### src/atem_pkg.sv
// Shared constants, types and helper functions for the tile edge-mask block.
// Used by the channel interfaces, the line RAM, the result queue, the top level
// and the checker.
package atem_pkg;

	// Line storage geometry
	localparam int MAX_WIDTH  = 256;
	localparam int MAX_HEIGHT = 256;
	localparam int MAX_KINDS  = 64;
	localparam int ADDR_W     = $clog2(MAX_WIDTH);

	// Field widths
	localparam int KIND_W = 6;
	localparam int COL_W  = 8;
	localparam int ROW_W  = 8;
	localparam int DIM_W  = 9;
	localparam int MASK_W = 4;
	localparam int SET_W  = 64;

	// Configuration port
	localparam int CFG_IDX_W  = 3;
	localparam int CFG_DATA_W = 64;

	// Configuration reset values
	localparam logic [DIM_W-1:0]  MAP_WIDTH_RST  = DIM_W'(256);
	localparam logic [DIM_W-1:0]  MAP_HEIGHT_RST = DIM_W'(256);
	localparam logic [KIND_W-1:0] AIR_INDEX_RST  = KIND_W'(63);

	// Result queue
	localparam int OUT_DEPTH = 3;
	localparam int OUT_PTR_W = $clog2(OUT_DEPTH);
	localparam int OUT_CNT_W = $clog2(OUT_DEPTH + 1);

	// Edge mask bit positions
	localparam int MASK_LEFT  = 0;
	localparam int MASK_DOWN  = 1;
	localparam int MASK_RIGHT = 2;
	localparam int MASK_UP    = 3;

	typedef enum logic [CFG_IDX_W-1:0] {
		CFG_MAP_WIDTH    = 3'd0,
		CFG_MAP_HEIGHT   = 3'd1,
		CFG_AIR_INDEX    = 3'd2,
		CFG_SIXTEEN_SET  = 3'd3,
		CFG_SINGLE_SET   = 3'd4
	} cfg_reg_t;

	typedef enum logic {
		FUNC_TILE  = 1'b0,
		FUNC_FLUSH = 1'b1
	} func_t;

	typedef struct packed {
		logic [COL_W-1:0]  col;
		logic [ROW_W-1:0]  row;
		logic              write_variant;
		logic [MASK_W-1:0] variant;
		logic              last_of_layer;
	} result_t;

	// Membership test of a tile kind in a per-kind bit set
	function automatic logic kind_has(input logic [SET_W-1:0] set, input logic [KIND_W-1:0] kind);
		logic hit;
		hit = 1'b0;
		if (int'(kind) < MAX_KINDS) begin
			hit = set[kind];
		end
		return hit;
	endfunction

endpackage

### src/atem_out_fifo.sv
// Small result queue between the evaluate stage and the result channel.
// Depends on atem_pkg for the result type and queue depth.
module atem_out_fifo (
	input  logic                            clk,
	input  logic                            arst_n,
	input  logic                            push,
	input  atem_pkg::result_t               push_data,
	input  logic                            pop,
	output logic                            valid,
	output atem_pkg::result_t               data,
	output logic [atem_pkg::OUT_CNT_W-1:0]  count
);

	atem_pkg::result_t                   entry_q [atem_pkg::OUT_DEPTH];
	logic [atem_pkg::OUT_PTR_W-1:0]      wr_ptr_q;
	logic [atem_pkg::OUT_PTR_W-1:0]      rd_ptr_q;
	logic [atem_pkg::OUT_CNT_W-1:0]      count_q;

	function automatic logic [atem_pkg::OUT_PTR_W-1:0] ptr_next(
		input logic [atem_pkg::OUT_PTR_W-1:0] ptr);
		logic [atem_pkg::OUT_PTR_W-1:0] nxt;
		nxt = ptr + atem_pkg::OUT_PTR_W'(1);
		if (ptr == atem_pkg::OUT_PTR_W'(atem_pkg::OUT_DEPTH - 1)) begin
			nxt = '0;
		end
		return nxt;
	endfunction

	// Store pushed results
	always_ff @(posedge clk) begin
		if (push) begin
			entry_q[wr_ptr_q] <= push_data;
		end
	end

	// Advance pointers and occupancy
	always_ff @(posedge clk or negedge arst_n) begin
		if (!arst_n) begin
			wr_ptr_q <= '0;
			rd_ptr_q <= '0;
			count_q  <= '0;
		end else begin
			if (push) begin
				wr_ptr_q <= ptr_next(wr_ptr_q);
			end
			if (pop) begin
				rd_ptr_q <= ptr_next(rd_ptr_q);
			end
			if (push && !pop) begin
				count_q <= count_q + atem_pkg::OUT_CNT_W'(1);
			end else if (pop && !push) begin
				count_q <= count_q - atem_pkg::OUT_CNT_W'(1);
			end
		end
	end

	assign valid = (count_q != '0);
	assign data  = entry_q[rd_ptr_q];
	assign count = count_q;

endmodule

### config.mk
export PLATFORM = sky130hd
export DESIGN_NAME = atem_out_fifo
export DESIGN_NICKNAME = d
export VERILOG_FILES = /design/src/atem_pkg.sv /design/src/atem_out_fifo.sv
export SDC_FILE = /design/constraint.sdc
export NUM_CORES = 1
export LEC_CHECK = 0
export BUFFER_PORTS_ARGS = -buffer_cell sky130_fd_sc_hd__buf_2
export CAP_MARGIN = 20
export CELL_PAD_IN_SITES_DETAIL_PLACEMENT = 2
export CELL_PAD_IN_SITES_GLOBAL_PLACEMENT = 2
export CORE_MARGIN = 2
export CORE_UTILIZATION = 42
export DETAILED_ROUTE_END_ITERATION = 16
export PLACE_DENSITY_LB_ADDON = 0.1
export RECOVER_POWER = 100
export SKIP_LAST_GASP = 1
export SLEW_MARGIN = 40
export SYNTH_ARGS = -nofsm -noshare
export SYNTH_HDL_FRONTEND = slang
export SYNTH_SLANG_ARGS = --single-unit
### constraint.sdc
create_clock -name clk -period 8.6 [get_ports clk]
set_clock_uncertainty 0.2 [all_clocks]
set_input_delay 1.29 -clock clk [delete_from_list [all_inputs] [get_ports clk]]
set_output_delay 1.29 -clock clk [all_outputs]
set_load 0.02 [all_outputs]
# After elaboration in Yosys (flattened, before gate mapping)
# Memory sizes are Yosys's and may differ from the RTL's.
# Index checks and enable logic that the tools add are counted.
# word_totals
register_bits	6
ramBits	66
output_inout_bits	25
word_cells	22
memories	1
# classes
n_addsub	4
eq_ne	2
n_mux	6
n_reduce_logical	6
# mem_list
name	words	word_bits	read_ports	rd_ports_with_merged_regs	wr	line_no	source
entry_q	3	22	1	0	1	atem_out_fifo.sv:14	atem_pkg::result_t entry_q [atem_pkg::OUT_DEPTH];
# ops
operator	n
2-to-1 mux 2 bit	4
adder 2 x 1 -> 2 bit, second input constant	3
equality test 2 bit, second input constant	2
nonzero test 2 bit	2
logical AND 1 bit	2
logical NOT 1 bit	2
2-to-1 mux 1 bit	2
subtractor 2 x 1 -> 2 bit, second input constant	1

# Depth between registers and ports, before layout
# Gate-level depths: netlist of the first run.
# logic_depth
word_depth	4
mapped_depth	5

# Worst setup path before layout of the first run
# No wires, ideal clock.
# synth_timing
path_type	input port to flip-flop
start	input port push
end	memory entry_q[2][0] (netlist bit), enable pin
setup_ps	433
t_arrival_ps	3017
t_required_ps	7967
slack_ps	4950
cell_stages	2
path_buffers	0
path_cell_list	inv_1 > nor3b_1
# synth_via
elab_chain_len	2
# synth_lines
item	line_no	source
start, declared	atem_out_fifo.sv:6	input logic push,
2-to-1 mux 1 bit	atem_out_fifo.sv:31	if (push) begin
2-to-1 mux 1 bit (implied by the code)	atem_out_fifo.sv:32	entry_q[wr_ptr_q] <= push_data;
end, declared	atem_out_fifo.sv:14	
# No other way between the ends.

==> reports/metrics.cfg, run 1 <==
[setup_path]
cp-end-kind=output pin
startpoint_type=flop
critPathKind=flop to output pin
critPathMaxFanout=14
cp_slowest_cell=clkbuf_1
worstPathCellList=clkbuf_1 > mux2i_1 > o21ai_1 > clkbuf_1
critPathTopFamily=buffers and inverters
arrival_ns=2.59
crit_top_cell=clkbuf_1
cp.required_ns=7.11
slowest_delay_ns=0.88
critPathBufInv=2

[synth]
synth_area_leader_cell=edfxtp_1
yosysTopAreaCellShare=0.720
synth.avg_cell_area_sq_um=16.8
yosys_warnings=0
syn_area_sq_um=2750
synth.distinct_cells=19
syn_inst=164
ys_ff_latch=72
yosysSeqAreaShare=0.774
yosys-top-cells-area=edfxtp_1 72%, mux2i_1 8.4%, dfrtp_1 5.5%, o21ai_1 4.0%, nand2_1 3.3%
syn-num-nets=191

[die]
die_area_sq_um=7220
coreArea_sq_um=6350
dieHeight_um=85.0
initial_utilization=0.434
die_w_um=85.0
top_level_ports=51
core.rowCount=29

[min_path]
min_path_type=flop to flop

[placement]
portBuffers=50
hpwl_mm=4.13
dp.cells=288
globalplace.congestion=0.671

[sta]
tns_ns=0
slew_headroom=-0.0476
fin_crit_sh=0.475
setup_viol=0
max_clock_freq_ghz=0.245
final-hold-violation-count=0
layout_min_cycle_time_ns=4.08
worstMarginPinSlew_ns=1.57
rsz0062_at_grt=no
maxSlewViolCount=12

[power]
ir_worst_vdd_mv=0.181
power_density_nw_per_um2=346
power.leakage_uw=0.00111

[layout]
multiInputGateArea_sq_um=528
antennaDiodeCount=0
nFillCells=633
final_util=0.502
drive_gt1_frac=0.0881
regArea_sq_um=2130
fin_nets=249
area_growth_pct=15.9
instances_no_fill=304

[clocking]
cts_resized=0
cts_root_buffer=clkbuf_8
clockBufferDepth=2
postCtsSetupRepairBufs=0
cts_hold_buf=0
cts_tree=done
htree_levels=3
clk_latency_ns=0.33
clock_sinks=72
clkTransAtPathRegs_ns=0.08
numCtsBuffers=9

[routing]
drt_iter0_markers=56
vias=1539
drc=0
antenna_left=0
drt-total-wl_mm=6.05
via_per_inst=5.06
first_pass_iters=6
wl_per_cell_um=19.9

[run_status]
outcome=complete, but fails checks
failed_checks=max-capacitance violations, max-slew violations

[grt]
grt_max_degree=29
antenna_found_initial=0
grt_pass1_vias=1819
grt_use_total=0.180
grt_pass1_wl_mm=9.47
grt_overflow_total=0

[flow_run]
cap_violations=1

[layout make-up]
| cell class | count | area share |
|---|---|---|
| Sequential cell | 72 | 0.668 |
| Inverter | 2 | 0.00235 |
| Multi-Input combinational cell | 82 | 0.165 |
| Clock buffer | 10 | 0.0400 |
| Tap cell | 77 | 0.0302 |
| Clock inverter | 6 | 0.0263 |
| Timing Repair Buffer | 55 | 0.0675 |
[stage by stage]
step                      hold WS [ns]  setup WS [ns]  cell area [sq um]  power, uW
final                            0.303           4.52               3190       1110
after global routing             0.333           4.30               3190       1170
after CTS                        0.309           5.07               3290       1150
after detailed placement         0.292           5.45               3070        860
after global placement           0.264           5.43               3070        834
after floorplan                  0.288           4.95               2750        753
[path summary, 6_finish.rpt]
kind | startpoint | to | slack (ns) | depth (start not counted)
worst max-delay path | rd_ptr_q[0]$_DFFE_PN0P_ | data[1] | 4.52 | 4
worst min-delay path | count[1]$_DFFE_PN0P_ | count[1]$_DFFE_PN0P_ | 0.30 | 1
worst max register to register | wr_ptr_q[0]$_DFFE_PN0P_ | entry_q[2][7]$_DFFE_PP_ | 5.61 | 2
worst min register to register | count[1]$_DFFE_PN0P_ | count[1]$_DFFE_PN0P_ | 0.30 | 1
max in group asynchronous | arst_n | count[1]$_DFFE_PN0P_ | 7.26 | 1
min in group asynchronous | arst_n | rd_ptr_q[0]$_DFFE_PN0P_ | 0.65 | 1
[flip-flops by register name, summed over array words and instances, names as in the netlist]
register	cells
wr_ptr_q	2
rd_ptr_q	2
count	2
entry_q	66
[where the power goes]
part | total [uW] | switching [uW] | internal, uW
Combinational | 320 | 219 | 101
Sequential | 500 | 46.8 | 453
Clock | 285 | 123 | 162
[per-layer routing]
layer	part of all wire	global-route usage
met1	0.39	0.198
met2	0.57	0.333
met3	0.038	0.0477
met4	0.0068	0.0606
met5	0	0
[cell families (layout without fill, tap and decap cells)]
logic type,Yosys count,count (layout),synth area share
adder cells (fa/ha/maj),1,1,0.00454
AND/OR/NAND/NOR,30,30,0.0445
AO/OA/AOI/OAI,24,24,0.0454
buffers and inverters,10,73,0.0327
flip-flops,72,72,0.774
multiplexers,24,24,0.0890
XOR/XNOR,3,3,0.00954
[layout by cell type (no fill, tap or decap)]
master	Yosys	routed
nand2_1	24	24
o21ai_1	22	19
nor2_1	2	2
nor3b_1	1	1
buf_2	4	4
o21ai_0	0	3
mux2_1	0	1
inv_1	2	2
xnor2_1	1	1
a21o_1	2	2
clkinvlp_4	0	2
buf_4	0	1
clkinv_2	0	1
nor2_2	1	1
nor3_1	1	1
edfxtp_1	66	66
xor2_1	2	2
clkinv_1	0	1
clkbuf_8	0	9
bufinv_16	0	2
mux2i_1	23	23
dfrtp_1	6	6
or2_1	1	1
clkbuf_1	0	51
ha_1	1	1
[synthesized netlist by cell type]
cell type and count:
inv_1 2, xnor2_1 1, nand2_1 24, mux2_4 1
nor3_1 1, dfrtp_1 6, o21ai_1 22, buf_12 2
nor2_1 2, buf_2 4, xor2_1 2, nor2_2 1
a21o_1 2, or2_1 1, mux2i_1 23, ha_1 1
buf_6 2, edfxtp_1 66, nor3b_1 1
Power figures use the tool's default switching activity.
==> inputs of run 2 (changes only) <==
- CORE_UTILIZATION: 42 -> 39
- clock period: 8.6 -> 3.76 ns (I/O delays scaled with it)
==> run 2 against run 1 <==
The flow finishes with violations (max-capacitance violations). Critical path depth shrank 2. Combinational power up 130%. Sequential share of layout area is 0.74 points lower. Largest cell class unchanged.
==> reports/metrics.cfg, run 2 (synthesis gave the netlist of run 1 again) <==
[run_status]
outcome=complete, but fails checks
failed_checks=max-capacitance violations

[setup_path]
worstPathCellList=nor3b_1 > clkbuf_1
critPathBufInv=1  ; -1
cp-end-kind=flop
critPathTopFamily=simple AND/OR/NAND/NOR gates
arrival_ns=2.70  ; +0.11 ns
cp_slowest_cell=nor3b_1
cp.required_ns=3.53  ; -3.58 ns
critPathMaxFanout=14  ; unchanged
slowest_delay_ns=1.20  ; +0.32 ns
critPathKind=flop to flop
startpoint_type=flop

[die]
dieHeight_um=88.0  ; +3.6%
top_level_ports=51  ; unchanged
initial_utilization=0.403  ; -0.0306
die_w_um=88.0  ; +3.6%
die_area_sq_um=7750  ; +7.3%
coreArea_sq_um=6830  ; +7.6%
core.rowCount=30  ; +3.4%

[sta]
final-hold-violation-count=0  ; unchanged
slew_headroom=0.000588  ; +0.0482
worstMarginPinSlew_ns=1.50  ; -0.0721 ns
max_clock_freq_ghz=0.341
final.setup.worst_slack_ns=0.829  ; -3.69 ns
fin_crit_sh=0.779
setup_viol=0  ; unchanged
tns_ns=0  ; unchanged
rsz0062_at_grt=no
maxSlewViolCount=0  ; -12
layout_min_cycle_time_ns=2.93

[routing]
wl_per_cell_um=17.8  ; -10%
first_pass_iters=4  ; -2
vias=1558  ; +1.2%
drt_iter0_markers=40  ; -29%
antenna_left=0  ; unchanged
via_per_inst=4.81  ; -5.0%
drt-total-wl_mm=5.78  ; -4.5%
drc=0  ; unchanged

[layout]
top_register=entry_q
drive_gt1_frac=0.0921  ; +0.00400
final_util=0.473  ; -0.0299
nFillCells=694  ; +9.6%
layout_common_cells=66 x edfxtp_1, 50 x clkbuf_1, 24 x nand2_1, 23 x mux2i_1, 20 x o21ai_1
layout_commonest_cell=edfxtp_1
fin_nets=250  ; +0.40%
antennaDiodeCount=0  ; unchanged
area_growth_pct=17.2
regArea_sq_um=2130  ; about the same
multiInputGateArea_sq_um=529  ; +0.24%
largest_reg_flops=66  ; unchanged

[grt]
grt_pass1_wl_mm=8.98  ; -5.2%
antenna_found_initial=0  ; unchanged
grt_max_degree=26  ; -10%
grt_pass1_vias=1732  ; -4.8%
grt_use_total=0.163  ; -0.0167
grt_overflow_total=0  ; unchanged

[clocking]
numCtsBuffers=9  ; unchanged
postCtsSetupRepairBufs=0  ; unchanged
cts_resized=0  ; unchanged
clockBufferDepth=2  ; unchanged
clk_latency_ns=0.34  ; about the same
clkTransAtPathRegs_ns=0.07  ; about the same
cts_root_buffer=clkbuf_8
clock_sinks=72  ; unchanged
cts_hold_buf=1  ; +1
cts_tree=done
htree_levels=3  ; unchanged

[power]
power.leakage_uw=0.00113  ; +1.4%
ir_worst_vdd_mv=0.345  ; +90%
power_density_nw_per_um2=782  ; +130%

[min_path]
min_path_type=input port to flop

[placement]
portBuffers=50  ; unchanged
hpwl_mm=3.91  ; -5.3%
pre_cts_ws_ns=1.29  ; -4.16 ns
globalplace.congestion=0.652  ; -2.9%

[flow_run]
cap_violations=1  ; unchanged

run 2: layout make-up:
| class | instances | area share |
|---|---|---|
| repair buffers | 56 | 0.0705 |
| inverters | 2 | 0.00233 |
| well taps | 96 | 0.0372 |
| flip-flops and latches | 72 | 0.661 |
| multi-input cells | 82 | 0.164 |
| clock inverters | 7 | 0.0267 |
| clock buffers | 9 | 0.0384 |
run 2: power by group:
group | leakage [uW] | internal [uW] | total [uW] | switching, uW
Clock | 0.000108 | 368 | 646 | 279
Combinational | 0.000336 | 234 | 724 | 489
Sequential | 0.000681 | 1040 | 1150 | 117
run 2: path summary, 6_finish.rpt:
check | start | to | slack [ns] | depth (start not counted)
min in group asynchronous | arst_n | wr_ptr_q[0]$_DFFE_PN0P_ | 0.43 | 2
setup reg to reg | wr_ptr_q[0]$_DFFE_PN0P_ | entry_q[2][2]$_DFFE_PP_ | 0.83 | 2
setup / recovery | wr_ptr_q[0]$_DFFE_PN0P_ | entry_q[2][2]$_DFFE_PP_ | 0.83 | 2
hold / removal | push_data[17] | entry_q[2][17]$_DFFE_PP_ | 0.24 | 1
max in group asynchronous | arst_n | rd_ptr_q[1]$_DFFE_PN0P_ | 2.65 | 2
hold reg to reg | count[1]$_DFFE_PN0P_ | count[1]$_DFFE_PN0P_ | 0.30 | 1
run 2: stage by stage:
step                instances  cell area (sq um)  hold WS [ns]  power [uW]
global route              324               3230         0.239        2670
floorplan                 164               2750        0.0684        1720
finish                    324               3230         0.243        2520
global placement          307               3090         0.197        1920
CTS                       324               3310         0.201        2620
detailed placement        307               3090         0.202        1960
run 2: layer usage:
metal | vias up | wire [um] | track usage
li1 | 723 | - | -
met1 | 784 | 2360 | 0.190
met2 | 41 | 3080 | 0.282
met3 | 10 | 218 | 0.0377
met4 | 0 | 119 | 0.0826
met5 | - | 0 | 0
